**src/rtl/atrf_pkg.sv**
```systemverilog
// Package for the transmit-request framer: frame constants, sequence positions,
// the buffered-item type and the header byte function. No dependencies.
package atrf_pkg;

    localparam int ADDR_W = 64;
    localparam int BYTE_W = 8;
    localparam int IDX_W  = 5;

    // Fixed header and trailer bytes.
    localparam logic [BYTE_W-1:0] START_DELIM = 8'h7E;
    localparam logic [BYTE_W-1:0] LEN_HI      = 8'h00;
    localparam logic [BYTE_W-1:0] FRAME_TYPE  = 8'h10;
    localparam logic [BYTE_W-1:0] FRAME_ID    = 8'h01;
    localparam logic [BYTE_W-1:0] NET_ADDR_HI = 8'hFF;
    localparam logic [BYTE_W-1:0] NET_ADDR_LO = 8'hFE;
    localparam logic [BYTE_W-1:0] RADIUS_BYTE = 8'h00;
    localparam logic [BYTE_W-1:0] OPT_BYTE    = 8'h00;
    localparam logic [BYTE_W-1:0] LEN_OFFSET  = 8'd14;
    localparam logic [BYTE_W-1:0] CHK_BASE    = 8'hFF;
    // Sum of the fixed bytes covered by the checksum (type, id, 0xFF, 0xFE).
    localparam logic [BYTE_W-1:0] SUM_SEED    = BYTE_W'(17 + 255 + 254);

    // Position of each byte within the emitted sequence of one item.
    localparam logic [IDX_W-1:0] IDX_SOF       = 5'd0;
    localparam logic [IDX_W-1:0] IDX_LEN_HI    = 5'd1;
    localparam logic [IDX_W-1:0] IDX_LEN_LO    = 5'd2;
    localparam logic [IDX_W-1:0] IDX_TYPE      = 5'd3;
    localparam logic [IDX_W-1:0] IDX_ID        = 5'd4;
    localparam logic [IDX_W-1:0] IDX_ADDR_MSB  = 5'd5;
    localparam logic [IDX_W-1:0] IDX_ADDR_LSB  = 5'd12;
    localparam logic [IDX_W-1:0] IDX_NET_HI    = 5'd13;
    localparam logic [IDX_W-1:0] IDX_NET_LO    = 5'd14;
    localparam logic [IDX_W-1:0] IDX_RADIUS    = 5'd15;
    localparam logic [IDX_W-1:0] IDX_OPT       = 5'd16;
    localparam logic [IDX_W-1:0] IDX_DATA      = 5'd17;
    localparam logic [IDX_W-1:0] IDX_CHK       = 5'd18;

    typedef struct packed {
        logic [BYTE_W-1:0] data;
        logic [BYTE_W-1:0] plen;
        logic              first;
        logic              last;
        logic [ADDR_W-1:0] addr;
    } t_item;

    // Byte at a given position of the sequence, checksum excluded.
    function automatic logic [BYTE_W-1:0] seq_byte(input logic [IDX_W-1:0] idx,
                                                   input t_item item);
        logic [2:0]        sel;
        logic [BYTE_W-1:0] res;
        sel = 3'(IDX_ADDR_LSB - idx);
        case (idx) inside
            IDX_SOF:                     res = START_DELIM;
            IDX_LEN_HI:                  res = LEN_HI;
            IDX_LEN_LO:                  res = item.plen + LEN_OFFSET;
            IDX_TYPE:                    res = FRAME_TYPE;
            IDX_ID:                      res = FRAME_ID;
            [IDX_ADDR_MSB:IDX_ADDR_LSB]: res = item.addr[{sel, 3'b000} +: BYTE_W];
            IDX_NET_HI:                  res = NET_ADDR_HI;
            IDX_NET_LO:                  res = NET_ADDR_LO;
            IDX_RADIUS:                  res = RADIUS_BYTE;
            IDX_OPT:                     res = OPT_BYTE;
            default:                     res = item.data;
        endcase
        return res;
    endfunction

endpackage

```
**src/rtl/api_tx_request_framer.sv**
```systemverilog
// Transmit-request framer, top level: item buffer, byte sequencer, checksum
// and output register. Depends on atrf_pkg.
//
// Usage. Payload bytes arrive as beats on the s_axis channel; each beat carries
// the byte, the frame's payload length and a 64-bit destination in tdata, the
// end-of-payload flag on tlast and the start-of-frame and address-select flags
// on tuser. Frame bytes leave one per beat on m_axis; tlast marks the last byte
// caused by an input beat and tuser marks the closing checksum byte.
// The stored destination is written through i_cfg_we / i_cfg_wdata.
//
// Throughput: a frame body streams at one beat per cycle while the receiver
// does not stall. A start-of-frame beat occupies the byte sequencer for its 17
// header bytes and the byte itself, plus the checksum byte when it also ends
// the frame; an end-of-frame beat is followed by the checksum byte. A beat
// outside a frame without the start flag is dropped without output. An accepted
// beat is held in the item buffer; its bytes then leave through the output register.
// Reset clears the buffers, the running checksum, the open-frame flag and the
// stored destination. When the receiver stalls, the output byte is held and the
// input stalls once the single item buffer is occupied.
module api_tx_request_framer (
    input  logic        i_clk,
    input  logic        i_rst_n,
    input  logic        i_s_axis_tvalid,
    output logic        o_s_axis_tready,
    // tdata: [7:0] payload_byte, [15:8] payload_len, [79:16] given_address
    input  logic [79:0] i_s_axis_tdata,
    input  logic        i_s_axis_tlast,
    // tuser: [0] first_of_frame, [1] use_given_address
    input  logic [1:0]  i_s_axis_tuser,
    output logic        o_m_axis_tvalid,
    input  logic        i_m_axis_tready,
    // tdata: [7:0] out_byte
    output logic [7:0]  o_m_axis_tdata,
    output logic        o_m_axis_tlast,
    // tuser: [0] is_checksum
    output logic        o_m_axis_tuser,
    input  logic        i_cfg_we,
    input  logic [atrf_pkg::ADDR_W-1:0] i_cfg_wdata
);
    import atrf_pkg::*;

    // Stored destination address.
    logic [ADDR_W-1:0] r_stored;

    // One buffered input item and its position in the byte sequence.
    t_item             r_item;
    logic              r_item_v;
    logic [IDX_W-1:0]  r_idx;
    logic [IDX_W-1:0]  n_idx;

    // Frame state.
    logic [BYTE_W-1:0] r_sum;
    logic [BYTE_W-1:0] n_sum;
    logic              r_in_frame;
    logic              n_in_frame;

    // Output register.
    logic              r_out_v;
    logic [BYTE_W-1:0] r_out_byte;
    logic              r_out_last;
    logic              r_out_chk;

    logic              w_in_acc;
    logic              w_drop;
    logic              w_adv;
    logic              w_emit;
    logic              w_final;
    logic              w_done;
    logic [BYTE_W-1:0] w_byte;
    t_item             w_new_item;

    // A beat with no start flag outside a frame produces nothing.
    assign w_drop  = r_item_v && (r_idx == IDX_DATA) && !r_item.first && !r_in_frame;
    assign w_adv   = r_item_v && (w_drop || !r_out_v || i_m_axis_tready);
    assign w_emit  = w_adv && !w_drop;
    // The data byte is final unless a checksum follows it.
    assign w_final = (r_idx == IDX_CHK) || ((r_idx == IDX_DATA) && !r_item.last);
    assign w_done  = w_adv && (w_drop || w_final);

    assign o_s_axis_tready = !r_item_v || w_done;
    assign w_in_acc        = i_s_axis_tvalid && o_s_axis_tready;

    assign w_new_item.data  = i_s_axis_tdata[7:0];
    assign w_new_item.plen  = i_s_axis_tdata[15:8];
    assign w_new_item.first = i_s_axis_tuser[0];
    assign w_new_item.last  = i_s_axis_tlast;
    assign w_new_item.addr  = i_s_axis_tuser[1] ? i_s_axis_tdata[79:16] : r_stored;

    always_comb begin
        w_byte     = (r_idx == IDX_CHK) ? (CHK_BASE - r_sum) : seq_byte(r_idx, r_item);
        n_sum      = r_sum;
        n_in_frame = r_in_frame;
        n_idx      = r_idx + 5'd1;
        case (r_idx) inside
            IDX_SOF: begin
                n_sum      = SUM_SEED;
                n_in_frame = 1'b1;
            end
            [IDX_ADDR_MSB:IDX_ADDR_LSB], IDX_DATA: begin
                n_sum = r_sum + w_byte;
            end
            IDX_CHK: begin
                n_sum      = '0;
                n_in_frame = 1'b0;
            end
            default: begin
                n_sum = r_sum;
            end
        endcase
    end

    always_ff @(posedge i_clk) begin
        if (!i_rst_n) begin
            r_stored <= '0;
        end else if (i_cfg_we) begin
            r_stored <= i_cfg_wdata;
        end
    end

    always_ff @(posedge i_clk) begin
        if (!i_rst_n) begin
            r_item_v   <= 1'b0;
            r_idx      <= IDX_SOF;
            r_sum      <= '0;
            r_in_frame <= 1'b0;
        end else begin
            if (w_emit) begin
                r_sum      <= n_sum;
                r_in_frame <= n_in_frame;
            end
            if (w_in_acc) begin
                r_item_v <= 1'b1;
                r_idx    <= i_s_axis_tuser[0] ? IDX_SOF : IDX_DATA;
            end else if (w_done) begin
                r_item_v <= 1'b0;
            end else if (w_emit) begin
                r_idx <= n_idx;
            end
        end
    end

    always_ff @(posedge i_clk) begin
        if (w_in_acc) begin
            r_item <= w_new_item;
        end
    end

    always_ff @(posedge i_clk) begin
        if (!i_rst_n) begin
            r_out_v <= 1'b0;
        end else if (w_emit) begin
            r_out_v <= 1'b1;
        end else if (i_m_axis_tready) begin
            r_out_v <= 1'b0;
        end
    end

    always_ff @(posedge i_clk) begin
        if (w_emit) begin
            r_out_byte <= w_byte;
            r_out_last <= w_final;
            r_out_chk  <= (r_idx == IDX_CHK);
        end
    end

    assign o_m_axis_tvalid = r_out_v;
    assign o_m_axis_tdata  = r_out_byte;
    assign o_m_axis_tlast  = r_out_last;
    assign o_m_axis_tuser  = r_out_chk;

    // The checksum byte always closes the run of its input beat.
    a_chk_is_last: assert property (@(posedge i_clk) disable iff (!i_rst_n)
        r_out_v && r_out_chk |-> r_out_last)
        else $error("checksum byte without run end");

    // A checksum is only produced for an open frame.
    a_chk_in_frame: assert property (@(posedge i_clk) disable iff (!i_rst_n)
        w_emit && (r_idx == IDX_CHK) |-> r_in_frame)
        else $error("checksum outside a frame");

    // Emitting the checksum closes the frame and clears the sum.
    a_chk_closes: assert property (@(posedge i_clk) disable iff (!i_rst_n)
        w_emit && (r_idx == IDX_CHK) |=> !r_in_frame && (r_sum == '0))
        else $error("frame not closed after checksum");

    // A beat without the start flag never walks through header positions.
    a_no_header: assert property (@(posedge i_clk) disable iff (!i_rst_n)
        r_item_v && !r_item.first |-> (r_idx == IDX_DATA) || (r_idx == IDX_CHK))
        else $error("header position for a continuation beat");

    // The sequencer never runs past the checksum position.
    a_idx_range: assert property (@(posedge i_clk) disable iff (!i_rst_n)
        r_item_v |-> r_idx <= IDX_CHK)
        else $error("sequence position out of range");

endmodule

```
**config.mk**
```make
export PLATFORM = sky130hd
export DESIGN_NAME = api_tx_request_framer
export DESIGN_NICKNAME = d
export VERILOG_FILES = /design/src/rtl/atrf_pkg.sv /design/src/rtl/api_tx_request_framer.sv
export SDC_FILE = /design/constraint.sdc
export NUM_CORES = 1
export LEC_CHECK = 0
export BUFFER_PORTS_ARGS = -buffer_cell sky130_fd_sc_hd__buf_2
export CORE_MARGIN = 8
export CORE_UTILIZATION = 40
export CTS_CLUSTER_DIAMETER = 200
export CTS_CLUSTER_SIZE = 30
export DETAILED_ROUTE_END_ITERATION = 8
export GPL_TIMING_DRIVEN = 0
export PLACE_DENSITY = 0.74
export SLEW_MARGIN = 10
export SYNTH_ARGS = -nofsm -noshare
export SYNTH_HDL_FRONTEND = slang
export SYNTH_SLANG_ARGS = --single-unit
```
**constraint.sdc**
```tcl
create_clock -name i_clk -period 4 [get_ports i_clk]
set_input_delay 0 -clock i_clk [delete_from_list [all_inputs] [get_ports i_clk]]
set_output_delay 0 -clock i_clk [all_outputs]
set_load 0.03 [all_outputs]
```
# Yosys cells after proc, flatten, opt, wreduce, memory -nomap -nowiden
# Cells that the tools add are included.
[totals]
ff_bits = 172
in_bits = 152
output_inout_bits = 12
elab_cells = 90
[op_classes]
addsub = 5
order_cmp = 2
eq_ne = 12
n_shift = 1
n_mux = 26
n_reduce_logical = 30
[ops]
columns = ["cell", "n"]
rows = [
  ["$mux 8", 14],
  ["$mux 64", 1],
  ["$shiftx 64x7->8", 1],
  ["$mux 5", 4],
  ["$eq 5x4->1 const B", 3],
  ["$eq 5x5->1 const B", 3],
  ["$eq 5x2->1 const B", 2],
  ["$logic_and 1x1->1", 9],
  ["$add 8x4->8 const B", 1],
  ["$add 8x8->8", 1],
  ["$reduce_bool 2->1", 4],
  ["$sub 8x8->8 const A", 1],
  ["$mux 1", 7],
  ["$logic_not 1->1", 6],
  ["$add 5x1->5 const B", 1],
  ["$eq 5x1->1 const B", 1],
  ["$eq 5x3->1 const B", 1],
  ["$ge 5x3->1 const B", 1],
  ["$le 5x4->1 const B", 1],
  ["$logic_not 5->1", 1],
  ["$logic_or 1x1->1", 5],
  ["$ne 2x2->1 const B", 2],
  ["$reduce_and 2->1", 2],
  ["$reduce_and 3->1", 1],
  ["3 further kinds", 3],
]

# Longest topological paths before layout
[logic_depth]
depth_word = 15
ltp_mapped = 20
mapped_depth_nobuf = 17

# Worst setup path before layout
# Ideal clock, no wire load.
[synth_timing]
path_type = "flip-flop to flip-flop"
startpoint = "reg r_idx[0]"
endpoint = "reg r_item[0] (netlist bit), enable pin"
arrival_ns = 3.616
required_time_ns = 3.564
path_slack_ns = -0.051
path_stages_with_launch = 10
path_cell_list = "dfxtp_1 > buf_4 > buf_4 > inv_1 > ha_1 > inv_1 > a2111oi_2 > a21o_1 > nand2_1 > inv_1"
[synth_via]
elab_cells_between_ends = 14
classes_between = "2 x eq/ne; 12 x reduce/logical"
[synth_rtl]
columns = ["item", "line_no", "rtl"]
rows = [
  ["start: declaration", "api_tx_request_framer.sv:48", "logic [IDX_W-1:0] r_idx;"],
  ["start signal: assignment", "api_tx_request_framer.sv:133", "r_idx <= i_s_axis_tuser[0] ? IDX_SOF : IDX_DATA;"],
  ["start signal: assignment", "api_tx_request_framer.sv:137", "r_idx <= n_idx;"],
  ["$eq 5x5->1", "api_tx_request_framer.sv:77", "assign w_final = (r_idx == IDX_CHK) || ((r_idx == IDX_DATA) && !r_item.last);"],
  ["$logic_and 1x1->1", "api_tx_request_framer.sv:77", ""],
  ["$logic_or 1x1->1 (*)", "api_tx_request_framer.sv:77", ""],
  ["net w_final", "api_tx_request_framer.sv:67", "logic w_final;"],
  ["$logic_or 1x1->1 (*)", "api_tx_request_framer.sv:78", "assign w_done = w_adv && (w_drop || w_final);"],
  ["$logic_and 1x1->1 (*)", "api_tx_request_framer.sv:78", ""],
  ["$logic_or 1x1->1 (*)", "api_tx_request_framer.sv:80", "assign o_s_axis_tready = !r_item_v || w_done;"],
  ["net o_s_axis_tready", "api_tx_request_framer.sv:24", "output logic o_s_axis_tready,"],
  ["$logic_and 1x1->1 (*)", "api_tx_request_framer.sv:81", "assign w_in_acc = i_s_axis_tvalid && o_s_axis_tready;"],
  ["net w_in_acc", "api_tx_request_framer.sv:63", "logic w_in_acc;"],
  ["end signal: assignment", "api_tx_request_framer.sv:144", "r_item <= w_new_item;"],
  ["end: declaration", "api_tx_request_framer.sv:46", "t_item r_item;"],
]
# Mark *: on every way through the listed nets, which the timed path passes. The rest lies on a longest branch.
# A chain may end at the register's enable or synchronous reset.

# Worst setup path in the final report
[layout_timing]
startpoint = "reg r_idx[0]"
endpoint = "reg r_sum[7]"
[layout_via]
elab_chain_len = 15
elab_cells_between_ends = 41
classes_between = "2 x add/sub; 2 x order compare; 10 x eq/ne; 1 x shift; 13 x mux; 13 x reduce/logical"
[layout_lines]
columns = ["item", "line_no", "rtl"]
rows = [
  ["parallel branches: the longest is 11 deep, another holds $sub 3x3->3", "--", ""],
  ["$mux 8 (*)", "api_tx_request_framer.sv:90", "w_byte = (r_idx == IDX_CHK) ? (CHK_BASE - r_sum) : seq_byte(r_idx, r_item);"],
  ["net w_byte[1]", "api_tx_request_framer.sv:69", "logic [BYTE_W-1:0] w_byte;"],
  ["$add 8x8->8 (*)", "api_tx_request_framer.sv:100", "n_sum = r_sum + w_byte;"],
  ["$mux 8 (*) (2 in series)", "api_tx_request_framer.sv:94", "case (r_idx) inside"],
  ["end signal: assignment", "api_tx_request_framer.sv:128", "r_sum <= n_sum;"],
  ["end: declaration", "api_tx_request_framer.sv:52", "logic [BYTE_W-1:0] r_sum;"],
]
# Mark *: on every way through the listed nets, which the timed path passes.

==> metrics.cfg <==
[detailed_routing]
drt_iter0_markers=446
drc=0
final_antenna_net_count=0
dr.pass1.iters=5
num_vias=6427
wirelength_um=24800
wl_per_cell_um=19.5
vias_per_cell=5.05

[timing]
fin_tns_setup_ps=0
tightest_slew_ps=907
slew_viol_final=0
fin_crit_ps=3950
relSlewSlack_pct=39.5
fmaxAchievable_mhz=253
rsz0062_at_grt=yes
hold_violations=0
fin_crit_sh_pct=98.8
finalSetupViolations=0
finClkSkew_ps=11.7

[pwr]
powerDensity_nw_per_um2=394
p_leak_uw=0.00486
vdd_drop_max_mv=0.334
clkPwrFrac_pct=37.9
swShare_pct=26.3
p_sw_uw=1240
internal_power_uw=3490
seq_power_share_pct=43.3
combPwrFrac_pct=18.8

[clocking]
clock_latency_ps=430
clk_path_buf_depth=2
numCtsBuffers=17
h-tree-depth=4
cts_tree=yes
cts_num_sinks=172
clk_pin_slew_ps=80
cts-root-buf=clkbuf_16

[floorplan]
die_h_um=159
boundaryPins=164
die_x_um=159
core_um2=20200
dieArea_um2=25300
start_util_pct=40.7
rows=52

[outcome]
run_status=complete, no violations

[final_layout]
layout-drive-gt1-share_pct=36.8
utilization_pct=59.5
fin_nets=1154
final_area_um2=12000
area_growth_pct=46.5

[global_routing]
grt_pass1_wl_um=38100
grt.overflow.total=0
grt_max_degree=39
grt_use_total_pct=19.1
antenna_found_initial=1
first_global_vias=6941

[critical_path]
critPathRequiredTime_ps=4370
path_max_fanout=7
startpoint_type=flip-flop
path_class=flip-flop to flip-flop
arrival_ps=4320
endpoint_kind=flip-flop
r2r_cells=19

[place]
dp_hpwl_um=15500
place.gp.congestion=0.874
io_buffers=161
place_area_um2=9400

[synth]
synth_top_family_by_area=multiplexers
synth_commonest_cells=edfxtp_1 (92), dfxtp_1 (80), nor2b_1 (69)
synth_area_leaders=edfxtp_1 (34%), dfxtp_1 (20%), mux2_2 (8.8%)
async_flop_share_pct=0
syn_avg_cell_area_um2=12.9
ys_warn_count=0
synth_edf_count=92
synth_top_cell_by_area=edfxtp_1
synth_ff_type=edfxtp_1
syn_nets=802
synth_xor_area_share_pct=1.07
ys_types=77
synth-compound-area-share_pct=7.03
synth_mux_area_share_pct=21.5
synth_top_area_share_pct=33.7
yosys.area_share.simple_pct=12.2
synthCells=636
syn_area_um2=8200
synth.most_common_cell=edfxtp_1
synthAdderAreaFrac_pct=2.23
ys_ff_latch=172
seq_area_frac_synth_pct=53.2

[flow_run]
maxCapViolations=0

[worst_hold_path]
min_path_type=primary input to flip-flop
whs_path_depth=4

placed cells by master (no fill, tap or decap), types with 5 or more instances in the layout:
cell type and instances:
buf_2 164, dlygate4sd3_1 148, edfxtp_1 92, dfxtp_1 78
nor2b_1 68, mux2i_1 67, mux2_2 64, nand2_1 29
buf_4 23, clkbuf_16 20, clkbuf_1 18, mux4_2 16
inv_1 13, nor2_1 11, a21oi_1 8, nor3_1 7
nand2b_1 6, ha_1 6, xnor2_1 5, ha_4 5
per-layer routing:
metal  vias up  share of wire [%]  global-route usage (%)  wire [um]
li1       3064                  -                       -          -
met1      3084                 41                    22.3      10200
met2       230                 50                    33.0      12500
met3        49                5.8                    5.20       1450
met4         0                2.6                    6.95        643
met5         -                  0                       0          0
state kept, by name, summed over array words and instances, names as in the netlist:
register	flops
o_m_axis_tdata	8
o_m_axis_tlast	1
o_m_axis_tuser	1
o_m_axis_tvalid	1
r_idx	5
r_in_frame	1
r_item	82
r_item_v	1
r_stored	64
r_sum	8
power by group through the flow:
stage | Combinational (uW) | Sequential, uW | Clock (uW)
floorplan | 413 | 2080 | 0
global placement | 624 | 2090 | 0
detailed placement | 639 | 2080 | 0
CTS | 804 | 2050 | 1810
global route | 951 | 2060 | 1890
finish | 889 | 2050 | 1800
worst max-delay path, cell delays in order (launching register included):
cell	delay (ps)
dfxtp_4	360
buf_12	120
buf_12	120
clkinv_8	40
ha_4	120
buf_8	120
buf_4	110
mux2i_1	70
nor3_1	430
a31oi_2	80
a31oi_1	250
o21ai_2	110
and2_4	190
ha_4	260
a21oi_4	50
o211ai_1	310
o41ai_2	130
or3b_1	400
or4_1	520
nand3_1	90
per-stage QoR:
step                worst slack [ps]  power [uW]  instances  hold WS, ps
floorplan                       72.4        2500        636         98.9
global placement                -800        2710       1067          178
detailed placement              -827        2720       1069          178
CTS                             12.7        4660       1261          193
global route                   -85.3        4900       1272          223
finish                          47.8        4740       1272          215
final timing paths:
path	start	endpoint	slack, ps
setup / recovery	r_idx[0]	r_sum[7]	50
hold / removal	i_rst_n	r_sum[7]	210
setup reg to reg	r_idx[0]	r_sum[7]	50
hold reg to reg	r_in_frame	r_in_frame	480
kinds of logic (layout without fill, tap and decap cells):
group,Yosys count,count (layout)
flops,172,172
buf+inv,50,415
fa+ha+maj,14,14
mux,148,148
simple gates,166,166
xor+xnor,10,10
compound gates,76,76
other cells,0,1
cell type report:
class	instances	area, um2
Multi-Input combinational cell	414	3850
Tap cell	270	338
Clock buffer	21	514
Inverter	17	85.1
Clock inverter	11	138
Sequential cell	172	4370
Timing Repair Buffer	334	2510
Fill cell	1535	8160
Antenna cell	1	2.50
Buffer	32	203
timing repair:
action / 4_1_cts / 5_1_grt
resized for setup: 31 / 42
setup endpoints to repair: 7 / 2
pin swaps: 10 / 32
buffers inserted: 12 / 12
endpoints found under the hold margin: 150 / 0
hold buffers: 148 / 0
No activity file was read; power rests on OpenSTA's default activity.
